**config.mk**
```make
export PLATFORM = sky130hd
export DESIGN_NAME = event_rate_moving_average
export DESIGN_NICKNAME = d
export VERILOG_FILES = /design/src/rtl/core/erma_pkg.sv /design/src/rtl/core/erma_ram.sv /design/src/rtl/core/erma_div.sv /design/src/rtl/core/event_rate_moving_average.sv
export SDC_FILE = /design/constraint.sdc
export NUM_CORES = 2
export LEC_CHECK = 0
export BUFFER_PORTS_ARGS = -buffer_cell sky130_fd_sc_hd__buf_2
export CAP_MARGIN = 25
export CELL_PAD_IN_SITES_DETAIL_PLACEMENT = 1
export CELL_PAD_IN_SITES_GLOBAL_PLACEMENT = 1
export CORE_UTILIZATION = 49
export DETAILED_ROUTE_END_ITERATION = 8
export PLACE_DENSITY_LB_ADDON = 0.15
export SLEW_MARGIN = 20
export SYNTH_ARGS = -nofsm -noshare
export SYNTH_HDL_FRONTEND = slang
export SYNTH_SLANG_ARGS = --single-unit
```
**constraint.sdc**
```tcl
create_clock -name i_clk -period 5.8 [get_ports i_clk]
set_clock_uncertainty 0.05 [all_clocks]
set_input_delay 0.87 -clock i_clk [delete_from_list [all_inputs] [get_ports i_clk]]
set_output_delay 0.87 -clock i_clk [all_outputs]
set_load 0.02 [all_outputs]
```
**src/rtl/core/erma_pkg.sv**
```systemverilog
// Shared constants for the event rate moving-average meter.
// No dependencies; used by the top level for port widths and defaults.
package erma_pkg;

    localparam int MAX_WINDOW_DEF  = 64;
    localparam int COUNT_WIDTH_DEF = 32;

    localparam int LEN_W     = 7;
    localparam int LEN_MAX   = (1 << LEN_W) - 1;
    localparam int LEN_RESET = 8;

    localparam int FIELD_W  = 32;
    localparam int S_DATA_W = 8;
    localparam int M_DATA_W = 4 * FIELD_W;

endpackage

```
**src/rtl/core/erma_ram.sv**
```systemverilog
// Generic simple dual-port RAM: one write port, one read port, registered read.
// No dependencies.
module erma_ram #(
    parameter int WIDTH = 64,
    parameter int DEPTH = 64
) (
    input  logic                                   i_clk,
    input  logic                                   i_we,
    input  logic [((DEPTH > 1) ? $clog2(DEPTH) : 1)-1:0] i_waddr,
    input  logic [WIDTH-1:0]                       i_wdata,
    input  logic [((DEPTH > 1) ? $clog2(DEPTH) : 1)-1:0] i_raddr,
    output logic [WIDTH-1:0]                       o_rdata
);

    logic [WIDTH-1:0] r_mem [DEPTH];
    logic [WIDTH-1:0] r_rdata;

    always_ff @(posedge i_clk) begin
        if (i_we) begin
            r_mem[i_waddr] <= i_wdata;
        end
        r_rdata <= r_mem[i_raddr];
    end

    assign o_rdata = r_rdata;

endmodule

```
**src/rtl/core/erma_div.sv**
```systemverilog
// Restoring divider, one quotient bit per cycle, for window sum / length.
// No dependencies; instantiated once per channel by the top level.
module erma_div #(
    parameter int DW = 39,
    parameter int VW = 7
) (
    input  logic          i_clk,
    input  logic          i_rst_n,
    input  logic          i_start,
    input  logic [DW-1:0] i_dividend,
    input  logic [VW-1:0] i_divisor,
    output logic          o_busy,
    output logic [DW-1:0] o_quotient
);

    localparam int CNT_W = $clog2(DW + 1);

    logic             r_busy;
    logic [CNT_W-1:0] r_cnt;
    logic [DW-1:0]    r_quo;
    logic [VW-1:0]    r_rem;
    logic [VW-1:0]    r_div;

    logic [VW:0]      w_trial;
    logic [VW:0]      w_diff;
    logic             w_ge;

    assign w_trial = {r_rem, r_quo[DW-1]};
    assign w_ge    = w_trial >= {1'b0, r_div};
    assign w_diff  = w_trial - {1'b0, r_div};

    always_ff @(posedge i_clk) begin
        if (!i_rst_n) begin
            r_busy <= 1'b0;
            r_cnt  <= '0;
        end else if (i_start) begin
            r_busy <= 1'b1;
            r_cnt  <= CNT_W'(DW);
            r_quo  <= i_dividend;
            r_rem  <= '0;
            r_div  <= i_divisor;
        end else if (r_busy) begin
            r_quo <= {r_quo[DW-2:0], w_ge};
            r_rem <= w_ge ? w_diff[VW-1:0] : w_trial[VW-1:0];
            r_cnt <= r_cnt - 1'b1;
            if (r_cnt == CNT_W'(1)) begin
                r_busy <= 1'b0;
            end
        end
    end

    assign o_busy     = r_busy;
    assign o_quotient = r_quo;

endmodule

```
**src/rtl/core/event_rate_moving_average.sv**
```systemverilog
// Two-channel event rate meter with a moving-average window held in RAM.
// Depends on erma_pkg, erma_ram and erma_div.
//
//  channel  | ports                               | payload
//  ---------+-------------------------------------+------------------------------
//  input    | i_s_tvalid  o_s_tready  i_s_tdata   | in/out events, tlast = tick
//           | i_s_tlast                           |
//  result   | o_m_tvalid  i_m_tready  o_m_tdata   | last counts, averages
//  config   | i_cfg_valid o_cfg_ready i_cfg_data  | window length
//
// An item without tick keeps the meter idle and ready for the next item. A tick
// item passes through the transfer, one sum update, one divider start, the
// bit-serial dividers and the load of the output register, which takes longer
// while a previous result still waits there.
// Reset needs no clearing pass: the window is tracked by a fill flag. A stalled
// result holds the next tick item at its output load, and no input or config is
// accepted while it is held; plain items before it are still accepted.
module event_rate_moving_average #(
    parameter int MAX_WINDOW  = erma_pkg::MAX_WINDOW_DEF,
    parameter int COUNT_WIDTH = erma_pkg::COUNT_WIDTH_DEF
) (
    input  logic                          i_clk,
    input  logic                          i_rst_n,
    input  logic                          i_s_tvalid,
    output logic                          o_s_tready,
    input  logic [erma_pkg::S_DATA_W-1:0] i_s_tdata,   // in_event, out_event
    input  logic                          i_s_tlast,   // tick
    output logic                          o_m_tvalid,
    input  logic                          i_m_tready,
    // last_count_in, last_count_out, average_in, average_out
    output logic [erma_pkg::M_DATA_W-1:0] o_m_tdata,
    input  logic                          i_cfg_valid,
    output logic                          o_cfg_ready,
    input  logic [erma_pkg::LEN_W-1:0]    i_cfg_data
);

    import erma_pkg::*;

    localparam int AW    = (MAX_WINDOW > 1) ? $clog2(MAX_WINDOW) : 1;
    localparam int SUM_W = (COUNT_WIDTH + LEN_W > 64) ? 64 : COUNT_WIDTH + LEN_W;
    localparam int CMP_W = (AW + 1 > LEN_W) ? AW + 1 : LEN_W;
    localparam logic [LEN_W-1:0] LEN_CAP =
        (MAX_WINDOW >= LEN_MAX) ? LEN_W'(LEN_MAX) : LEN_W'(MAX_WINDOW);
    localparam logic [LEN_W-1:0] LEN_RST =
        (MAX_WINDOW < LEN_RESET) ? LEN_W'(MAX_WINDOW) : LEN_W'(LEN_RESET);

    typedef enum logic [2:0] {
        ST_IDLE,
        ST_RD,
        ST_GO,
        ST_DIV,
        ST_OUT
    } t_state;

    t_state                 r_state;
    logic [LEN_W-1:0]       r_len;
    logic [AW-1:0]          r_pos;
    logic                   r_full;
    logic [COUNT_WIDTH-1:0] r_cnt_in;
    logic [COUNT_WIDTH-1:0] r_cnt_out;
    logic [COUNT_WIDTH-1:0] r_last_in;
    logic [COUNT_WIDTH-1:0] r_last_out;
    logic [SUM_W-1:0]       r_sum_in;
    logic [SUM_W-1:0]       r_sum_out;
    logic                   r_m_valid;
    logic [M_DATA_W-1:0]    r_m_data;

    logic [COUNT_WIDTH-1:0]   n_cnt_in;
    logic [COUNT_WIDTH-1:0]   n_cnt_out;
    logic [SUM_W-1:0]         n_sum_in;
    logic [SUM_W-1:0]         n_sum_out;
    logic [LEN_W-1:0]         n_len;
    logic [CMP_W-1:0]         n_pos_inc;

    logic                     w_s_acc;
    logic                     w_cfg_acc;
    logic                     w_out_free;
    logic                     w_wrap;
    logic [2*COUNT_WIDTH-1:0] w_rdata;
    logic [COUNT_WIDTH-1:0]   w_old_in;
    logic [COUNT_WIDTH-1:0]   w_old_out;
    logic                     w_div_go;
    logic                     w_busy_in;
    logic                     w_busy_out;
    logic [SUM_W-1:0]         w_quo_in;
    logic [SUM_W-1:0]         w_quo_out;

    assign o_s_tready  = (r_state == ST_IDLE);
    assign o_cfg_ready = (r_state == ST_IDLE);
    assign w_s_acc     = i_s_tvalid && o_s_tready;
    assign w_cfg_acc   = i_cfg_valid && o_cfg_ready;
    assign w_out_free  = !r_m_valid || i_m_tready;
    assign w_div_go    = (r_state == ST_GO);

    always_comb begin
        n_cnt_in  = r_cnt_in;
        n_cnt_out = r_cnt_out;
        if (i_s_tdata[0] && !(&r_cnt_in)) begin
            n_cnt_in = r_cnt_in + 1'b1;
        end
        if (i_s_tdata[1] && !(&r_cnt_out)) begin
            n_cnt_out = r_cnt_out + 1'b1;
        end
    end

    // entries not yet written since the last clear read as zero
    assign w_old_in  = r_full ? w_rdata[COUNT_WIDTH-1:0] : '0;
    assign w_old_out = r_full ? w_rdata[2*COUNT_WIDTH-1:COUNT_WIDTH] : '0;
    assign n_sum_in  = r_sum_in - SUM_W'(w_old_in) + SUM_W'(r_last_in);
    assign n_sum_out = r_sum_out - SUM_W'(w_old_out) + SUM_W'(r_last_out);

    assign n_pos_inc = CMP_W'(r_pos) + 1'b1;
    assign w_wrap    = (n_pos_inc == CMP_W'(r_len));
    assign n_len     = (i_cfg_data > LEN_CAP) ? LEN_CAP : i_cfg_data;

    erma_ram #(
        .WIDTH(2 * COUNT_WIDTH),
        .DEPTH(MAX_WINDOW)
    ) u_ram (
        .i_clk  (i_clk),
        .i_we   (r_state == ST_RD),
        .i_waddr(r_pos),
        .i_wdata({r_last_out, r_last_in}),
        .i_raddr(r_pos),
        .o_rdata(w_rdata)
    );

    erma_div #(
        .DW(SUM_W),
        .VW(LEN_W)
    ) u_div_in (
        .i_clk     (i_clk),
        .i_rst_n   (i_rst_n),
        .i_start   (w_div_go),
        .i_dividend(r_sum_in),
        .i_divisor (r_len),
        .o_busy    (w_busy_in),
        .o_quotient(w_quo_in)
    );

    erma_div #(
        .DW(SUM_W),
        .VW(LEN_W)
    ) u_div_out (
        .i_clk     (i_clk),
        .i_rst_n   (i_rst_n),
        .i_start   (w_div_go),
        .i_dividend(r_sum_out),
        .i_divisor (r_len),
        .o_busy    (w_busy_out),
        .o_quotient(w_quo_out)
    );

    always_ff @(posedge i_clk) begin
        if (!i_rst_n) begin
            r_state   <= ST_IDLE;
            r_len     <= LEN_RST;
            r_pos     <= '0;
            r_full    <= 1'b0;
            r_cnt_in  <= '0;
            r_cnt_out <= '0;
            r_sum_in  <= '0;
            r_sum_out <= '0;
            r_m_valid <= 1'b0;
        end else begin
            if (r_state == ST_OUT && w_out_free) begin
                r_m_valid <= 1'b1;
            end else if (i_m_tready) begin
                r_m_valid <= 1'b0;
            end
            case (r_state)
                ST_IDLE: begin
                    if (w_s_acc) begin
                        if (i_s_tlast) begin
                            r_last_in  <= n_cnt_in;
                            r_last_out <= n_cnt_out;
                            r_cnt_in   <= '0;
                            r_cnt_out  <= '0;
                            r_state    <= ST_RD;
                        end else begin
                            r_cnt_in  <= n_cnt_in;
                            r_cnt_out <= n_cnt_out;
                        end
                    end
                    if (w_cfg_acc && i_cfg_data != '0 && n_len != r_len) begin
                        r_len     <= n_len;
                        r_pos     <= '0;
                        r_full    <= 1'b0;
                        r_sum_in  <= '0;
                        r_sum_out <= '0;
                    end
                end
                ST_RD: begin
                    r_sum_in  <= n_sum_in;
                    r_sum_out <= n_sum_out;
                    if (w_wrap) begin
                        r_pos  <= '0;
                        r_full <= 1'b1;
                    end else begin
                        r_pos <= n_pos_inc[AW-1:0];
                    end
                    r_state <= ST_GO;
                end
                ST_GO: begin
                    r_state <= ST_DIV;
                end
                ST_DIV: begin
                    if (!w_busy_in && !w_busy_out) begin
                        r_state <= ST_OUT;
                    end
                end
                ST_OUT: begin
                    if (w_out_free) begin
                        r_m_data  <= {FIELD_W'(w_quo_out), FIELD_W'(w_quo_in),
                                      FIELD_W'(r_last_out), FIELD_W'(r_last_in)};
                        r_state   <= ST_IDLE;
                    end
                end
                default: begin
                    r_state <= ST_IDLE;
                end
            endcase
        end
    end

    assign o_m_tvalid = r_m_valid;
    assign o_m_tdata  = r_m_data;

`ifndef SYNTHESIS
    a_pos_in_window: assert property (@(posedge i_clk) disable iff (!i_rst_n)
        CMP_W'(r_pos) < CMP_W'(r_len))
        else $error("write position outside window");

    a_len_legal: assert property (@(posedge i_clk) disable iff (!i_rst_n)
        r_len != '0 && r_len <= LEN_CAP)
        else $error("window length out of range");

    a_div_lockstep: assert property (@(posedge i_clk) disable iff (!i_rst_n)
        w_busy_in == w_busy_out)
        else $error("channel dividers out of step");

    a_tick_clears: assert property (@(posedge i_clk) disable iff (!i_rst_n)
        (w_s_acc && i_s_tlast) |=>
            (r_cnt_in == '0 && r_cnt_out == '0 && r_state == ST_RD))
        else $error("tick transfer did not close the interval");
`endif

endmodule
```
**After elaboration in Yosys (flattened, before gate mapping)**

Memory sizes are Yosys's and may differ from the RTL's. A register that Yosys moved wholly into a read port is not among the register bits.
Cells that the tools add are included.
Widths: inputs -> output; s select.

- Register bits after elaboration: 465
- Bits in writable memories: 4096
- Bits of input ports: 21
- Output and inout port bits: 131
- Memories: 1

Memories:

| name | depth | bits a word | rd ports | clocked after memory_dff | write ports | RTL line | RTL |
|---|---|---|---|---|---|---|---|
| u_ram.r_mem | 64 | 64 | 1 | 1 | 1 | erma_ram.sv:15 | `logic [WIDTH-1:0] r_mem [DEPTH];` |

- Add/sub/neg operators: 11
- $lt $le $gt $ge: 3
- Equal/unequal tests: 14
- Multiplexer cells: 43
- Bitwise logic cells: 1
- Reductions and logical operators: 33

Operators with widths:

| kind | number |
|---|---|
| $mux 39 | 5 |
| $mux 32 | 6 |
| $pmux 39 s2 | 2 |
| $add 39x32->39 | 2 |
| $sub 39x32->39 | 2 |
| $add 32x1->32 const B | 2 |
| $reduce_and 32->1 | 2 |
| $mux 6 | 6 |
| $mux 7 | 5 |
| $ge 8x7->1 | 2 |
| $pmux 3 s5 | 1 |
| $sub 7x7->7 | 2 |
| $eq 6x1->1 const B | 2 |
| $mux 1 | 12 |
| $mux 3 | 4 |
| $pmux 6 s2 | 1 |
| $reduce_and 2->1 | 6 |
| $sub 6x1->6 const B | 2 |
| $logic_and 1x1->1 | 8 |
| $ne 2x2->1 const B | 4 |
| $reduce_and 4->1 | 2 |
| $reduce_bool 2->1 | 4 |
| $add 6x1->7 const B | 1 |
| $eq 7x7->1 | 1 |
| other kinds (14) | 21 |

**Depth between registers and ports, before layout**

- Depth in word-level cells: 6
- Depth in mapped cells: 16
- Mapped depth without buffers: 14

**By module**

From an unflattened synthesis, not the netlist that was laid out.

- Cell total of the unflattened synthesis: 9091
- Area, all modules: 182216.0 um2

Modules (own cells, without submodules):

| module | times used | cells an instance | area each (um2) | seq. area each (um2) |
|---|---|---|---|---|
| erma_ram | 1 | 6598 | 156348.7 | 124279.2 |
| event_rate_moving_average | 1 | 2085 | 20099.3 | 8968.6 |
| erma_div | 2 | 204 | 2884.0 | 1731.7 |

**Worst setup path before layout**

No wires, ideal clock.

- Path kind: reg2reg
- From: reg r_pos[1]
- To: mem u_ram.r_mem[15][0], enable pin
- Library setup time: 0.487 ns
- Arrival time: 4.824 ns
- Required time: 5.263 ns
- Path slack: 0.440 ns
- Cell stages (with the launch flop): 10
- Clock period less this slack: 5.360 ns
- Cell sequence: dfxtp_1 -> buf_2 -> and3_1 -> clkbuf_1 -> clkbuf_1 -> clkbuf_1 -> buf_1 -> clkbuf_1 -> nand2_1 -> nor2_1

RTL lines:

| item | RTL line | RTL |
|---|---|---|
| start: declaration | event_rate_moving_average.sv:57 | `logic [AW-1:0] r_pos;` |
| start signal: assignment | event_rate_moving_average.sv:200 | `r_pos <= n_pos_inc[AW-1:0];` |
| end: declaration | erma_ram.sv:15 |  |

Straight into the memory's write port.

==> flow_summary_export.csv <==
group,metric,value,unit
run_status,outcome,"finished clean",
clock_tree,post_cts.repair.setup_buffers,0,
sta,tightest_slew,1.250,ns
clock_tree,cts.htree.levels,5,
clock_tree,clk_pin_slew,0.06,ns
pwr,switching_share,22.28,%
sta,fmax,217.3,MHz
global_route,grt_max_degree,90,
clock_tree,clk_latency,1.03,ns
critical_path,cp-start-kind,"flip-flop",
floorplan,die_x,596.9,um
synthesis,ys_seq_elements,4625,
finish,nNetsFinal,10780,
synthesis,yosysTopAreaCell,"edfxtp_1",
pwr,leakage,62.63,nW
pwr,peakVddDrop,0.4238,mV
route,drc,0,
sta,hold_viol,0,
synthesis,yosysUniqueCellTypes,80,
global_route,grt_pass1_wl,847400,um
synthesis,synth.area.top_cells,"edfxtp_1 76%, a22oi_1 5.7%, dfxtp_1 2.7%, a22o_1 2.0%, a221oi_1 2.0%",
global_route,grt_pass1_vias,107100,
floorplan,die_area,356300,um2
placement,dp_hpwl,344700,um
sta,slew_headroom,16.66,%
synthesis,syn-num-nets,10390,
route,wl_per_cell,39.36,um
global_route,grt_overflow,0,
sta,timing.final.crit_share,79.34,%
sta,drv_slew,0,
clock_tree,cts_resized,0,
critical_path,cp_max_fo,33,
route,dr.pass1.iters,6,
pwr,seqPwrFrac,52.4,%
sta,rsz0062_at_grt,"no",
pwr,pwr_density_cell,354.1,nW/um2
synthesis,yosysWarnings,0,
critical_path,critical_path_class,"flip-flop to flip-flop",
finish,fillers,31610,
synthesis,syn-cell-area,173400,um2
global_route,antenna_found_initial,61,
synthesis,postSynthCellCount,10200,
clock_tree,cts_buffer_depth,4,
route,vias,108400,
pwr,clkPwrFrac,42.5,%
clock_tree,numCtsBuffers,461,
sta,setup_viol,0,
placement,place_area,182700,um2
finish,instances_no_fill,15830,
route,detail-route-antenna-nets,0,
finish,final_layout_size_suffix_gt1_share,12.37,%
clock_tree,cts_sinks,4625,
synthesis,async_flop_share,0,%
sta,period_minus_slack,4.602,ns
hold_path,hold_path_class,"input port to flip-flop",
synthesis,synth_ff_type,"edfxtp_1",
clock_tree,hold_buffers,0,
route,first_iter_violations,18370,
pwr,combinationalPowerShare,5.1,%
floorplan,initial_core_util,49.21,%
finish,syn_to_final_growth,14.16,%
finish,fin_area,198000,um2
sta,whs,0.1460,ns
floorplan,io_pins,152,
flow_run,drv_cap,0,
clock_tree,cts_tree,"done",
pwr,p_sw,15.62,mW
synthesis,synth_edf_count,4387,
route,viasPerCell,6.849,
floorplan,row_count,218,
route,routed_wl,622900,um
placement,dp_slack,1.287,ns
clock_tree,clock-root-buffer,"clkbuf_16",
placement,dpl.cell_count,14860,
placement,port_buffers,145,
synthesis,synth_top_area_share,75.96,%
synthesis,syn_avg_cell_area,17.00,um2
critical_path,endpoint_kind,"flip-flop",
sta,fin_ws,1.198,ns
critical_path,worstPathRequired,6.30,ns
floorplan,die_y,596.9,um
sta,setup_tns,0,ns
critical_path,critPathArrivalTime,5.10,ns
placement,routabilityCongestion,0.8439,
pwr,internal_power,54.49,mW
synthesis,ys_seq_area_share,78.71,%
floorplan,coreArea,352400,um2
global_route,grt_use_total,34.20,%
state kept, by name, indices dropped and copies added (netlist names), 6 cells and up:
signal,cells
u_ram.r_mem,4096
o_m_tdata,128
u_ram.o_rdata,64
r_sum_in,39
r_sum_out,39
u_div_in.o_quotient,39
u_div_out.o_quotient,39
r_cnt_in,32
r_cnt_out,32
r_last_in,32
r_last_out,32
r_len,7
u_div_in.r_div,7
u_div_in.r_rem,7
u_div_out.r_rem,7
r_pos,6
u_div_in.r_cnt,6
u_div_out.r_cnt,6
cells in the mapped netlist (all sizes together), types with 4 or more instances:
cell     number
nand4b        4
or3          28
and3         31
a22oi      1312
o31ai        28
a21oi       235
a22o        403
ha           99
a21o         46
nand4       169
mux2i        18
xor2         45
o21ai       214
o2111ai       4
nor3b        11
nand2b       22
nor4         74
or2           8
nand3b       10
dfxtp       238
nand3       106
a31oi       412
a211o         9
inv         316
o211ai       29
a21boi       44
nor2b        59
and2         98
o21a         18
xnor2        98
nor2        156
nor3         32
a211oi       12
buf          78
clkbuf      574
and4         12
nand2       239
fa           66
a221oi      387
edfxtp     4387
or4           5
a32o          9
o21bai       10
logic make-up after synthesis:
group / after synthesis / synth area share, %
DFF: 4625 / 78.71
AOI/OAI and AO/OA: 3206 / 13.56
and+or+nand+nor: 1074 / 3.301
buffers and inverters: 968 / 2.112
adders and majority gates: 165 / 1.476
xor gates and xnor gates: 143 / 0.7222
muxes: 20 / 0.1169
per-stage QoR:
step                power [mW]  utilization [%]
finish                   70.10            56.18
global route             71.62            56.15
CTS                      70.17            56.10
detailed placement       40.93            51.85
global placement         40.83            51.82
floorplan                39.54                -
placed cells by master, fill, tap and decap left out, types with 88 or more instances in the layout:
cell type,n
edfxtp_1,4387
a22oi_1,1312
clkbuf_16,469
a31oi_1,412
a22o_1,403
a221oi_1,387
buf_4,334
inv_1,316
dfxtp_1,236
nand2_1,235
a21oi_1,235
o21ai_0,214
nand4_1,168
buf_2,145
nand3_1,105
clkbuf_1,105
clkinv_1,101
ha_1,99
diode_2,98
xnor2_1,98
and2_1,95
buf_12,95
clkinv_2,88
layer usage:
layer / track usage (%) / up-vias / share of wire, %
met1: 47.34 / 56830 / 38
met2: 53.58 / 7419 / 46
met4: 14.06 / 20 / 4.5
met3: 6.496 / 1328 / 11
li1: - / 42800 / -
met5: 0 / - / 0.062
critical path, stage by stage (launching register included):
cell and delay (ns):
dfxtp_1 0.67, and3b_4 0.57, buf_12 0.33, buf_12 0.21
a22o_1 0.27, a221oi_1 0.39, a31oi_1 0.21, nor4_1 0.50
nand3_1 0.87
area by class of cell:
type	instances	area [um2]	area share (%)
sequential	4625	136500	68.95
multi-input combinational	4608	33870	17.11
clock buffer	606	12570	6.349
tap	4730	5918	2.989
timing repair buffer	580	5300	2.677
clock inverter	264	2390	1.207
inverter	316	1186	0.5991
antenna	98	245.2	0.1239
power by group through the flow:
stage               Clock (mW)  Sequential (mW)  Combinational [mW]
finish                    29.8             36.7                3.59
global route              31.1             36.7                3.85
CTS                       29.9             36.7                3.53
detailed placement           0             37.4                3.51
global placement             0             37.4                3.42
floorplan                    0             37.4                2.18
path summary, 6_finish.rpt:
path	start	endpoint	slack (ns)	depth (start not counted)
hold / removal	i_m_tready	r_state[2]	0.15	3
hold reg to reg	u_div_out.o_quotient[18]	o_m_tdata[114]	0.40	0
setup / recovery	r_pos[0]	u_ram.o_rdata[48]	1.20	8
setup reg to reg	r_pos[0]	u_ram.o_rdata[48]	1.20	8
No activity file was read; power rests on OpenSTA's default activity.
